`src/rtl/lkvc_pkg.sv`:
```
// Shared types for the LRU key-value cache: request codes, sequencer states, cell control.
package lkvc_pkg;

  typedef enum logic [1:0] {
    REQ_GET    = 2'd0,
    REQ_PUT    = 2'd1,
    REQ_REMOVE = 2'd2,
    REQ_CLEAR  = 2'd3
  } req_e;

  typedef enum logic [1:0] {
    ST_IDLE,
    ST_CMP,
    ST_UPD
  } state_e;

  // Broadcast from the sequencer to every cell of the chain
  typedef struct packed {
    logic cmp_en;
    logic upd_en;
    req_e req;
    logic hit;
    logic evict;
  } cell_ctl_t;

endpackage

```
`src/rtl/lkvc_cell.sv`:
```
// One slot of the recency-ordered chain: holds one entry and moves it to a neighbour on update.
module lkvc_cell #(
  parameter int KEY_BITS   = 32,
  parameter int VALUE_BITS = 32
) (
  input  logic                  clk_i,
  input  logic                  rst_ni,
  input  lkvc_pkg::cell_ctl_t   ctl_i,
  input  logic [KEY_BITS-1:0]   req_key_i,
  input  logic [KEY_BITS-1:0]   prev_key_i,
  input  logic [VALUE_BITS-1:0] prev_value_i,
  input  logic                  prev_valid_i,
  input  logic [KEY_BITS-1:0]   next_key_i,
  input  logic [VALUE_BITS-1:0] next_value_i,
  input  logic                  next_valid_i,
  input  logic                  pre_i,
  input  logic                  suf_i,
  input  logic [VALUE_BITS-1:0] hv_i,
  output logic [KEY_BITS-1:0]   key_o,
  output logic [VALUE_BITS-1:0] value_o,
  output logic                  valid_o,
  output logic                  pre_o,
  output logic                  suf_o,
  output logic [VALUE_BITS-1:0] hv_o
);

  logic [KEY_BITS-1:0]   key_q;
  logic [VALUE_BITS-1:0] value_q;
  logic                  valid_q, valid_d;
  logic                  match_q, match_d;
  logic                  take_prev, take_next;
  logic                  prev_last;

  assign key_o   = key_q;
  assign value_o = value_q;
  assign valid_o = valid_q;
  assign pre_o   = pre_i | match_q;
  assign suf_o   = suf_i | match_q;
  assign hv_o    = match_q ? value_q : hv_i;

  // previous neighbour is the least recent entry when this slot is empty
  assign prev_last = prev_valid_i & ~valid_q;

  always_comb begin
    take_prev = 1'b0;
    take_next = 1'b0;
    case (ctl_i.req)
      lkvc_pkg::REQ_GET:    take_prev = ctl_i.hit & (match_q | suf_i);
      lkvc_pkg::REQ_PUT:    take_prev = ctl_i.hit ? (match_q | suf_i) : 1'b1;
      lkvc_pkg::REQ_REMOVE: take_next = ctl_i.hit & (pre_i | match_q);
      default: ;
    endcase
  end

  always_comb begin
    valid_d = valid_q;
    match_d = match_q;
    if (ctl_i.cmp_en) begin
      match_d = valid_q & (key_q == req_key_i);
    end
    if (ctl_i.upd_en) begin
      match_d = 1'b0;
      if (ctl_i.req == lkvc_pkg::REQ_CLEAR) begin
        valid_d = 1'b0;
      end else if (take_prev) begin
        // drop the victim as it would slide past the end of the list
        valid_d = prev_valid_i & ~(ctl_i.evict & prev_last);
      end else if (take_next) begin
        valid_d = next_valid_i;
      end
    end
  end

  always_ff @(posedge clk_i or negedge rst_ni) begin
    if (!rst_ni) begin
      valid_q <= 1'b0;
      match_q <= 1'b0;
    end else begin
      valid_q <= valid_d;
      match_q <= match_d;
    end
  end

  always_ff @(posedge clk_i) begin
    if (ctl_i.upd_en && take_prev) begin
      key_q   <= prev_key_i;
      value_q <= prev_value_i;
    end else if (ctl_i.upd_en && take_next) begin
      key_q   <= next_key_i;
      value_q <= next_value_i;
    end
  end

endmodule

```
`src/rtl/lru_key_value_cache_unit.sv`:
```
// Top level of the LRU key-value cache: request sequencer, entry count and the chain of cells.
// Each request goes through a compare and an update state. busy is high for the compare cycle,
// in which every cell checks its key, and for the update cycle, in which the hit, insert or remove
// ripples through the MAX_ENTRIES cells of the chain and every entry moves at most one place. The
// result appears with done_o for one cycle as busy falls, and a new request may be started in
// that same cycle, but not while busy is high. There is no back-pressure: the result word must
// be taken in the one cycle that done_o is high. The ripple across the chain sets the clock rate.
// Entries are kept in recency order, cell 0 being the most recent; reset and clear empty it.
module lru_key_value_cache_unit #(
  parameter int MAX_ENTRIES = 16,
  parameter int KEY_BITS    = 32,
  parameter int VALUE_BITS  = 32
) (
  input  logic                                 clk_i,
  input  logic                                 rst_ni,
  input  logic                                 start,
  output logic                                 busy,
  input  logic [1:0]                           req_type_i,
  input  logic [KEY_BITS-1:0]                  key_i,
  input  logic [VALUE_BITS-1:0]                value_in_i,
  input  logic                                 cfg_we_i,
  input  logic [$clog2(MAX_ENTRIES + 1)-1:0]   cfg_wdata_i,
  output logic                                 done_o,
  output logic                                 found_o,
  output logic [VALUE_BITS-1:0]                value_out_o,
  output logic [$clog2(MAX_ENTRIES + 1)-1:0]   entry_count_o
);

  localparam int CntW = $clog2(MAX_ENTRIES + 1);

  lkvc_pkg::state_e      state_q, state_d;
  lkvc_pkg::req_e        req_q;
  logic [KEY_BITS-1:0]   key_q;
  logic [VALUE_BITS-1:0] val_q;
  logic [CntW-1:0]       cap_q;
  logic [CntW-1:0]       count_q, count_d;
  logic [CntW-1:0]       eff_limit;
  logic                  done_q, found_q;
  logic [VALUE_BITS-1:0] vout_q;
  logic                  hit, evict;
  logic [VALUE_BITS-1:0] head_value;
  lkvc_pkg::cell_ctl_t   ctl;

  logic [KEY_BITS-1:0]   c_key [MAX_ENTRIES];
  logic [VALUE_BITS-1:0] c_val [MAX_ENTRIES];
  logic [VALUE_BITS-1:0] c_hv  [MAX_ENTRIES];
  logic [MAX_ENTRIES-1:0] c_valid, c_pre, c_suf;

  assign busy          = (state_q != lkvc_pkg::ST_IDLE);
  assign done_o        = done_q;
  assign found_o       = found_q;
  assign value_out_o   = vout_q;
  assign entry_count_o = count_q;

  assign hit        = c_suf[0];
  assign eff_limit  = (cap_q == '0) ? CntW'(1) :
                      (cap_q > CntW'(MAX_ENTRIES)) ? CntW'(MAX_ENTRIES) : cap_q;
  assign evict      = (req_q == lkvc_pkg::REQ_PUT) & ~hit & (count_q >= eff_limit);
  assign head_value = (req_q == lkvc_pkg::REQ_PUT) ? val_q : c_hv[0];

  always_comb begin
    ctl.cmp_en = (state_q == lkvc_pkg::ST_CMP);
    ctl.upd_en = (state_q == lkvc_pkg::ST_UPD);
    ctl.req    = req_q;
    ctl.hit    = hit;
    ctl.evict  = evict;
  end

  // sequencer
  always_comb begin
    state_d = state_q;
    case (state_q)
      lkvc_pkg::ST_IDLE: if (start) state_d = lkvc_pkg::ST_CMP;
      lkvc_pkg::ST_CMP:  state_d = lkvc_pkg::ST_UPD;
      lkvc_pkg::ST_UPD:  state_d = lkvc_pkg::ST_IDLE;
      default:           state_d = lkvc_pkg::ST_IDLE;
    endcase
  end

  always_comb begin
    count_d = count_q;
    case (req_q)
      lkvc_pkg::REQ_PUT:    if (!hit && !evict) count_d = count_q + CntW'(1);
      lkvc_pkg::REQ_REMOVE: if (hit) count_d = count_q - CntW'(1);
      lkvc_pkg::REQ_CLEAR:  count_d = '0;
      default: ;
    endcase
  end

  always_ff @(posedge clk_i or negedge rst_ni) begin
    if (!rst_ni) begin
      state_q <= lkvc_pkg::ST_IDLE;
      cap_q   <= CntW'(MAX_ENTRIES);
      count_q <= '0;
      done_q  <= 1'b0;
      req_q   <= lkvc_pkg::REQ_GET;
    end else begin
      state_q <= state_d;
      done_q  <= (state_q == lkvc_pkg::ST_UPD);
      if (cfg_we_i) begin
        cap_q <= cfg_wdata_i;
      end
      if (state_q == lkvc_pkg::ST_IDLE && start) begin
        req_q <= lkvc_pkg::req_e'(req_type_i);
      end
      if (state_q == lkvc_pkg::ST_UPD) begin
        count_q <= count_d;
      end
    end
  end

  always_ff @(posedge clk_i) begin
    if (state_q == lkvc_pkg::ST_IDLE && start) begin
      key_q <= key_i;
      val_q <= value_in_i;
    end
    if (state_q == lkvc_pkg::ST_UPD) begin
      found_q <= hit & ((req_q == lkvc_pkg::REQ_GET) | (req_q == lkvc_pkg::REQ_REMOVE));
      vout_q  <= (hit && req_q == lkvc_pkg::REQ_GET) ? c_hv[0] : '0;
    end
  end

  for (genvar i = 0; i < MAX_ENTRIES; i++) begin : g_cell
    logic [KEY_BITS-1:0]   p_key, n_key;
    logic [VALUE_BITS-1:0] p_val, n_val, hv_in;
    logic                  p_valid, n_valid, pre_in, suf_in;

    if (i == 0) begin : g_head
      assign p_key   = key_q;
      assign p_val   = head_value;
      assign p_valid = 1'b1;
      assign pre_in  = 1'b0;
    end else begin : g_mid
      assign p_key   = c_key[i-1];
      assign p_val   = c_val[i-1];
      assign p_valid = c_valid[i-1];
      assign pre_in  = c_pre[i-1];
    end

    if (i == MAX_ENTRIES - 1) begin : g_tail
      assign n_key   = '0;
      assign n_val   = '0;
      assign n_valid = 1'b0;
      assign suf_in  = 1'b0;
      assign hv_in   = '0;
    end else begin : g_body
      assign n_key   = c_key[i+1];
      assign n_val   = c_val[i+1];
      assign n_valid = c_valid[i+1];
      assign suf_in  = c_suf[i+1];
      assign hv_in   = c_hv[i+1];
    end

    lkvc_cell #(
      .KEY_BITS  (KEY_BITS),
      .VALUE_BITS(VALUE_BITS)
    ) u_cell (
      .clk_i       (clk_i),
      .rst_ni      (rst_ni),
      .ctl_i       (ctl),
      .req_key_i   (key_q),
      .prev_key_i  (p_key),
      .prev_value_i(p_val),
      .prev_valid_i(p_valid),
      .next_key_i  (n_key),
      .next_value_i(n_val),
      .next_valid_i(n_valid),
      .pre_i       (pre_in),
      .suf_i       (suf_in),
      .hv_i        (hv_in),
      .key_o       (c_key[i]),
      .value_o     (c_val[i]),
      .valid_o     (c_valid[i]),
      .pre_o       (c_pre[i]),
      .suf_o       (c_suf[i]),
      .hv_o        (c_hv[i])
    );
  end

  a_count_matches_cells: assert property (@(posedge clk_i) disable iff (!rst_ni)
    (state_q == lkvc_pkg::ST_IDLE) |-> ($countones(c_valid) == 32'(count_q)))
    else $error("entry count disagrees with valid cells");

  a_count_bound: assert property (@(posedge clk_i) disable iff (!rst_ni)
    count_q <= CntW'(MAX_ENTRIES))
    else $error("entry count beyond capacity");

  a_done_after_update: assert property (@(posedge clk_i) disable iff (!rst_ni)
    done_o |-> $past(state_q == lkvc_pkg::ST_UPD))
    else $error("result strobe without an update cycle");

  a_start_runs: assert property (@(posedge clk_i) disable iff (!rst_ni)
    (state_q == lkvc_pkg::ST_IDLE && start) |=> ##2 done_o)
    else $error("accepted request gave no result");

endmodule
```
`config.mk`:
```
export PLATFORM = sky130hd
export DESIGN_NAME = lru_key_value_cache_unit
export DESIGN_NICKNAME = d
export VERILOG_FILES = /design/src/rtl/lkvc_pkg.sv /design/src/rtl/lkvc_cell.sv /design/src/rtl/lru_key_value_cache_unit.sv
export SDC_FILE = /design/constraint.sdc
export NUM_CORES = 2
export LEC_CHECK = 0
export BUFFER_PORTS_ARGS = -buffer_cell sky130_fd_sc_hd__buf_2
export CAP_MARGIN = 20
export CORE_ASPECT_RATIO = 0.75
export CORE_MARGIN = 3
export CORE_UTILIZATION = 40
export DETAILED_ROUTE_END_ITERATION = 6
export GPL_TIMING_DRIVEN = 0
export HOLD_SLACK_MARGIN = 0.15
export PLACE_DENSITY = 0.68
export SETUP_SLACK_MARGIN = 0.4
export SYNTH_ARGS = -nofsm -noshare
export SYNTH_HDL_FRONTEND = slang
export SYNTH_HIERARCHICAL = 1
export SYNTH_SLANG_ARGS = --single-unit
export TNS_END_PERCENT = 100
```
`constraint.sdc`:
```
create_clock -name clk_i -period 7.84 [get_ports clk_i]
set_clock_uncertainty 0.15 [all_clocks]
set_input_delay 0.784 -clock clk_i [delete_from_list [all_inputs] [get_ports clk_i]]
set_output_delay 0.784 -clock clk_i [all_outputs]
set_load 0.03 [all_outputs]
```
### Word-level counts from Yosys, hierarchy flattened

Index checks and enable logic that the tools add are counted.

| word-level totals | value |
|---|---|
| register bits | 1168 |
| input bits | 75 |

| cells by class | value |
|---|---|
| equality and inequality tests | 24 |
| bitwise gates (word level) | 160 |
| reduce and logical (&&, ||, !) cells | 92 |
| add/subtract/negate cells | 2 |
| muxes and demuxes | 214 |
| $lt $le $gt $ge | 2 |

Operators by type and width:

| operator | count |
|---|---|
| $mux 32 | 80 |
| $eq 32x32->1 | 16 |
| $mux 1 | 111 |
| $and 1x1->1 | 96 |
| $reduce_bool 3->1 | 17 |
| $reduce_bool 2->1 | 18 |
| $logic_and 1x1->1 | 35 |
| $not 1->1 | 33 |
| $pmux 1 s2 | 16 |
| $reduce_and 2->1 | 16 |
| $or 1x1->1 | 31 |
| $mux 5 | 4 |
| $pmux 5 s3 | 1 |
| $eq 2x2->1 const B | 3 |
| $add 5x1->5 const B | 1 |
| $ge 5x5->1 | 1 |
| $gt 5x5->1 const B | 1 |
| $logic_not 5->1 | 1 |
| $sub 5x1->5 const B | 1 |
| $eq 2x1->1 const B | 2 |
| $logic_not 2->1 | 2 |
| $ne 2x2->1 const B | 2 |
| $pmux 2 s2 | 1 |
| $reduce_and 4->1 | 1 |
| 3 further kinds | 4 |

### Longest topological paths before layout

| depth | value |
|---|---|
| word-level depth | 23 |
| depth in mapped cells | 39 |
| gate-level depth less buffers | 37 |

### By module

Netlist, hierarchy kept.

By module, submodules not included:

| module | area each (um^2) | cells an instance | sequential area each (um^2) | instances |
|---|---|---|---|---|
| lkvc_cell | 3911.3 | 236 | 1971.9 | 16 |
| lru_key_value_cache_unit | 4435.5 | 262 | 3289.4 | 1 |

### Worst setup path after synthesis

Ideal clock, no wire load.

| path | value |
|---|---|
| path type | reg2reg |
| start | reg state_q[0] |
| end | reg g_cell[0].u_cell.key_q[0], enable pin |
| data arrival time | 6759 ps |
| path slack | 504 ps |
| clock period less this slack | 7336 ps |
| data required time | 7263 ps |
| stages on the path, launching flop included | 3 |
| path through | dfrtp_1 nor2b_1 o21a_1 |

RTL lines:

| what | RTL line | source |
|---|---|---|
| start, declared | lru_key_value_cache_unit.sv:31 | `lkvc_pkg::state_e state_q, state_d;` |
| start signal, assigned | lru_key_value_cache_unit.sv:92 | `state_q <= lkvc_pkg::ST_IDLE;` |
| start signal, assigned | lru_key_value_cache_unit.sv:98 | `state_q <= state_d;` |
| end signal, assigned | lkvc_cell.sv:86 | `key_q <= prev_key_i;` |
| end signal, assigned | lkvc_cell.sv:89 | `key_q <= next_key_i;` |
| end, declared | lkvc_cell.sv:27 | `logic [KEY_BITS-1:0] key_q;` |

### Worst setup path after layout

| path | value |
|---|---|
| start | reg g_cell[0].u_cell.match_q |
| end | reg g_cell[15].u_cell.value_q[17], enable pin |

| between the ends | value |
|---|---|
| longest elaborated chain between the ends | 19 |
| elaborated cells between the ends (all ways) | 24 |
| those cells by class | mux: 3; bitwise: 18; reduce/logical: 3 |

RTL lines:

| what | RTL line | source |
|---|---|---|
| start, declared | lkvc_cell.sv:30 | `logic match_q, match_d;` |
| start signal, assigned | lkvc_cell.sv:80 | `match_q <= match_d;` |
| $or 1x1->1 | lkvc_cell.sv:37 | `assign pre_o = pre_i \| match_q;` |
| named net c_pre[1] | lru_key_value_cache_unit.sv:47 | `logic [MAX_ENTRIES-1:0] c_valid, c_pre, c_suf;` |
| $or 1x1->1 | lkvc_cell.sv:37 |  |
| named net c_pre[2] | lru_key_value_cache_unit.sv:47 |  |
| $or 1x1->1 | lkvc_cell.sv:37 |  |
| named net c_pre[3] | lru_key_value_cache_unit.sv:47 |  |
| $or 1x1->1 | lkvc_cell.sv:37 |  |
| named net c_pre[4] | lru_key_value_cache_unit.sv:47 |  |
| (+1 left out) | -- |  |
| named net c_pre[5] | lru_key_value_cache_unit.sv:47 |  |
| (+1 left out) | -- |  |
| named net c_pre[6] | lru_key_value_cache_unit.sv:47 |  |
| (+1 left out) | -- |  |
| named net c_pre[7] | lru_key_value_cache_unit.sv:47 |  |
| (+1 left out) | -- |  |
| named net c_pre[8] | lru_key_value_cache_unit.sv:47 |  |
| (+1 left out) | -- |  |
| named net c_pre[9] | lru_key_value_cache_unit.sv:47 |  |
| (+1 left out) | -- |  |
| named net c_pre[10] | lru_key_value_cache_unit.sv:47 |  |
| (+1 left out) | -- |  |
| named net c_pre[11] | lru_key_value_cache_unit.sv:47 |  |
| (+1 left out) | -- |  |
| named net c_pre[12] | lru_key_value_cache_unit.sv:47 |  |
| (+1 left out) | -- |  |
| named net c_pre[13] | lru_key_value_cache_unit.sv:47 |  |
| $or 1x1->1 | lkvc_cell.sv:37 |  |
| named net c_pre[14] | lru_key_value_cache_unit.sv:47 |  |
| $or 1x1->1 | lkvc_cell.sv:50 | `lkvc_pkg::REQ_REMOVE: take_next = ctl_i.hit & (pre_i \| match_q);` |
| $and 1x1->1 | lkvc_cell.sv:50 |  |
| $mux 1 | lkvc_cell.sv:47 | `case (ctl_i.req)` |
| $logic_and 1x1->1 | lkvc_cell.sv:88 | `end else if (ctl_i.upd_en && take_next) begin` |
| $reduce_bool 2->1 (no source line) | -- |  |
| end signal, assigned | lkvc_cell.sv:87 | `value_q <= prev_value_i;` |
| end signal, assigned | lkvc_cell.sv:90 | `value_q <= next_value_i;` |
| end, declared | lkvc_cell.sv:28 | `logic [VALUE_BITS-1:0] value_q;` |

The timed path passes the listed nets, and every way through them passes these cells.
A chain may end at the register's enable or synchronous reset.

==> flow_summary.ini <==
[status]
status = finished, final reports clean

[worst_setup_path]
crit_required_ns = 8.16
start_kind = flop
critPathMaxFanout = 33
arrival_ns = 7.08
cp-end-kind = flop
cpPeakStageDelay_ns = 0.42
critPathKind = reg2reg
crit_chain = buf_6 -> clkbuf_1 -> or2_2 -> or2_2 -> or2_2 -> or2_2 -> or2_2 -> or2_2 -> or2_2 -> or2_2 -> or2_2 -> or2_2 -> or2_2 -> or2_2 -> or2_2 -> or2_2 -> or2_2 -> o21ai_0 -> nor3b_1 -> o21a_4 -> buf_12
slowest_stage = o21a_4
cpMostUsedCell = or2_2

[clocking]
cts_tree = done
cts_num_sinks = 1168
clock_latency_ns = 0.76
clkTransAtPathRegs_ns = 0.05
cts_resized = 0
htreeDepth = 4
numCtsBuffers = 134
cts_buffer_depth = 3
root_buffer = clkbuf_16

[routing]
vias_per_cell = 5.148
drtIter0Drc = 3273
drt-total-wl_um = 151400
dr.pass1.iters = 5
via_count = 35160
route.detailed.drc = 0
avgRoutedWirePerCell_um = 22.16
postRouteAntennaNets = 0

[die]
core.rowCount = 129
start_util_pct = 40.46
core-area_mm2 = 0.1656
dieArea_mm2 = 0.1725
die_y_um = 360.5
boundaryPins = 115
fp.dieW_um = 478.6

[hold_path]
hp-class = in2reg

[sta]
period_share_pct = 86.11
min_period_ns = 6.751
tightest_slew_ns = 1.169
fmax_mhz = 148.1
drv_slew = 0
tns_ns = 0
setup_viol = 0
setup_ws_ns = 1.089
rsz0062_at_grt = false
slew_headroom_pct = 22.08
hold_viol = 0

[yosys]
avgSynthCellArea_um2 = 16.60
syn_inst = 4037
mappedNetlistArea_mm2 = 0.06701
yosysWarnings = 6

[placed_design]
place_ws_ns = 1.114
dpl.hpwl_um = 114200
place_area_mm2 = 0.07122
numPortBuffers = 114
gp_congestion = 0.8055

[grt]
gr-total-overflow = 0
grt_pass1_wl_um = 225600
grt_usage_pct = 16.98
grt_max_degree = 65
grt_pass1_vias = 34290
antenna_found_initial = 0

[cells_and_area]
antennaDiodeCount = 0
nNetsFinal = 4585
final_cell_mix = 1,121 x edfxtp_1, 961 x mux2_4, 614 x mux2_2
final_common_cell = edfxtp_1
drive_gt1_share_pct = 46.10
stdcell_area_mm2 = 0.07665
area_growth_pct = 14.38

[power]
p_leak_nw = 26.73
p_per_area_mw_per_mm2 = 211.1
peakVddDrop_uv = 241.0

[run]
drv_cap = 0
## per-stage QoR
stage | total power [mW] | std cells | util, % | hold slack [ns]
final | 16.18 | 6830 | 46.29 | 0.2211
after global routing | 16.77 | 6830 | 46.29 | 0.1978
after CTS | 16.26 | 6807 | 45.90 | 0.1608
after detailed placement | 10.32 | 6494 | 43.01 | 0.3372
after global placement | 10.24 | 6477 | 42.72 | 0.2974
after floorplan | 9.672 | 4136 | - | 0.2809
## state kept, by name, indices dropped and copies added (netlist names)
name                   flops
g_cell.u_cell/key_o      512
g_cell.u_cell/value_o    512
g_cell.p_key              32
val_q                     32
value_out_o               32
g_cell.u_cell/match_q     16
g_cell.u_cell/valid_o     16
cap_q                      5
entry_count_o              5
req_q                      2
state_q                    2
done_o                     1
found_o                    1
## critical path, delay by kind of cell, from the launching register on
kind	cells	cell delay, ns
DFF	1	0.37
and+or+nand+nor	16	4.59
AOI/OAI and AO/OA	2	0.68
buffers and inverters	3	0.66
## routing by layer
layer / up-vias / share of wire, % / global-route usage (%)
met4: 0 / 2.8 / 5.518
met2: 1097 / 41 / 23.49
met1: 17590 / 51 / 27.08
li1: 16270 / - / -
met3: 201 / 5.3 / 2.100
met5: - / 0 / 0
## area by class of cell
type	instances	area (um^2)
Buffer	185	2655
Clock buffer	186	3675
Clock inverter	52	366.6
Fill cell	14070	88950
Inverter	22	82.58
Multi-Input combinational cell	2761	29940
Sequential cell	1168	34840
Tap cell	2227	2786
Timing Repair Buffer	229	2297
## path summary, 6_finish.rpt
check	startpoint	endpoint	slack, ns	cells past startpoint
min reg2reg	state_q[1]$_DFFE_PN0P_	state_q[1]$_DFFE_PN0P_	0.35	1
max in group asynchronous	rst_ni	g_cell[15].u_cell/match_q$_DFFE_PN0P_	6.66	3
max	g_cell[0].u_cell/match_q$_DFFE_PN0P_	g_cell[15].u_cell/value_o[17]$_DFFE_PP_	1.09	21
min in group asynchronous	rst_ni	done_o$_DFF_PN0_	0.33	2
max reg2reg	g_cell[0].u_cell/match_q$_DFFE_PN0P_	g_cell[15].u_cell/value_o[17]$_DFFE_PP_	1.09	21
min	cfg_we_i	cap_q[2]$_DFFE_PN0P_	0.22	2
## repair_timing
item / 4_1_cts / 5_1_grt
hold endpoints to repair: 119 / 0
setup buffers: 0 / 0
hold buffers: 75 / 0
## where the power goes
part | total [mW] | switching [mW] | leakage, nW | internal [mW]
sequential | 7.81 | 0.453 | 10.8 | 7.35
combinational | 2.50 | 1.12 | 14.0 | 1.37
clock | 5.88 | 2.50 | 1.97 | 3.37
(Power assumes the default switching activity.)
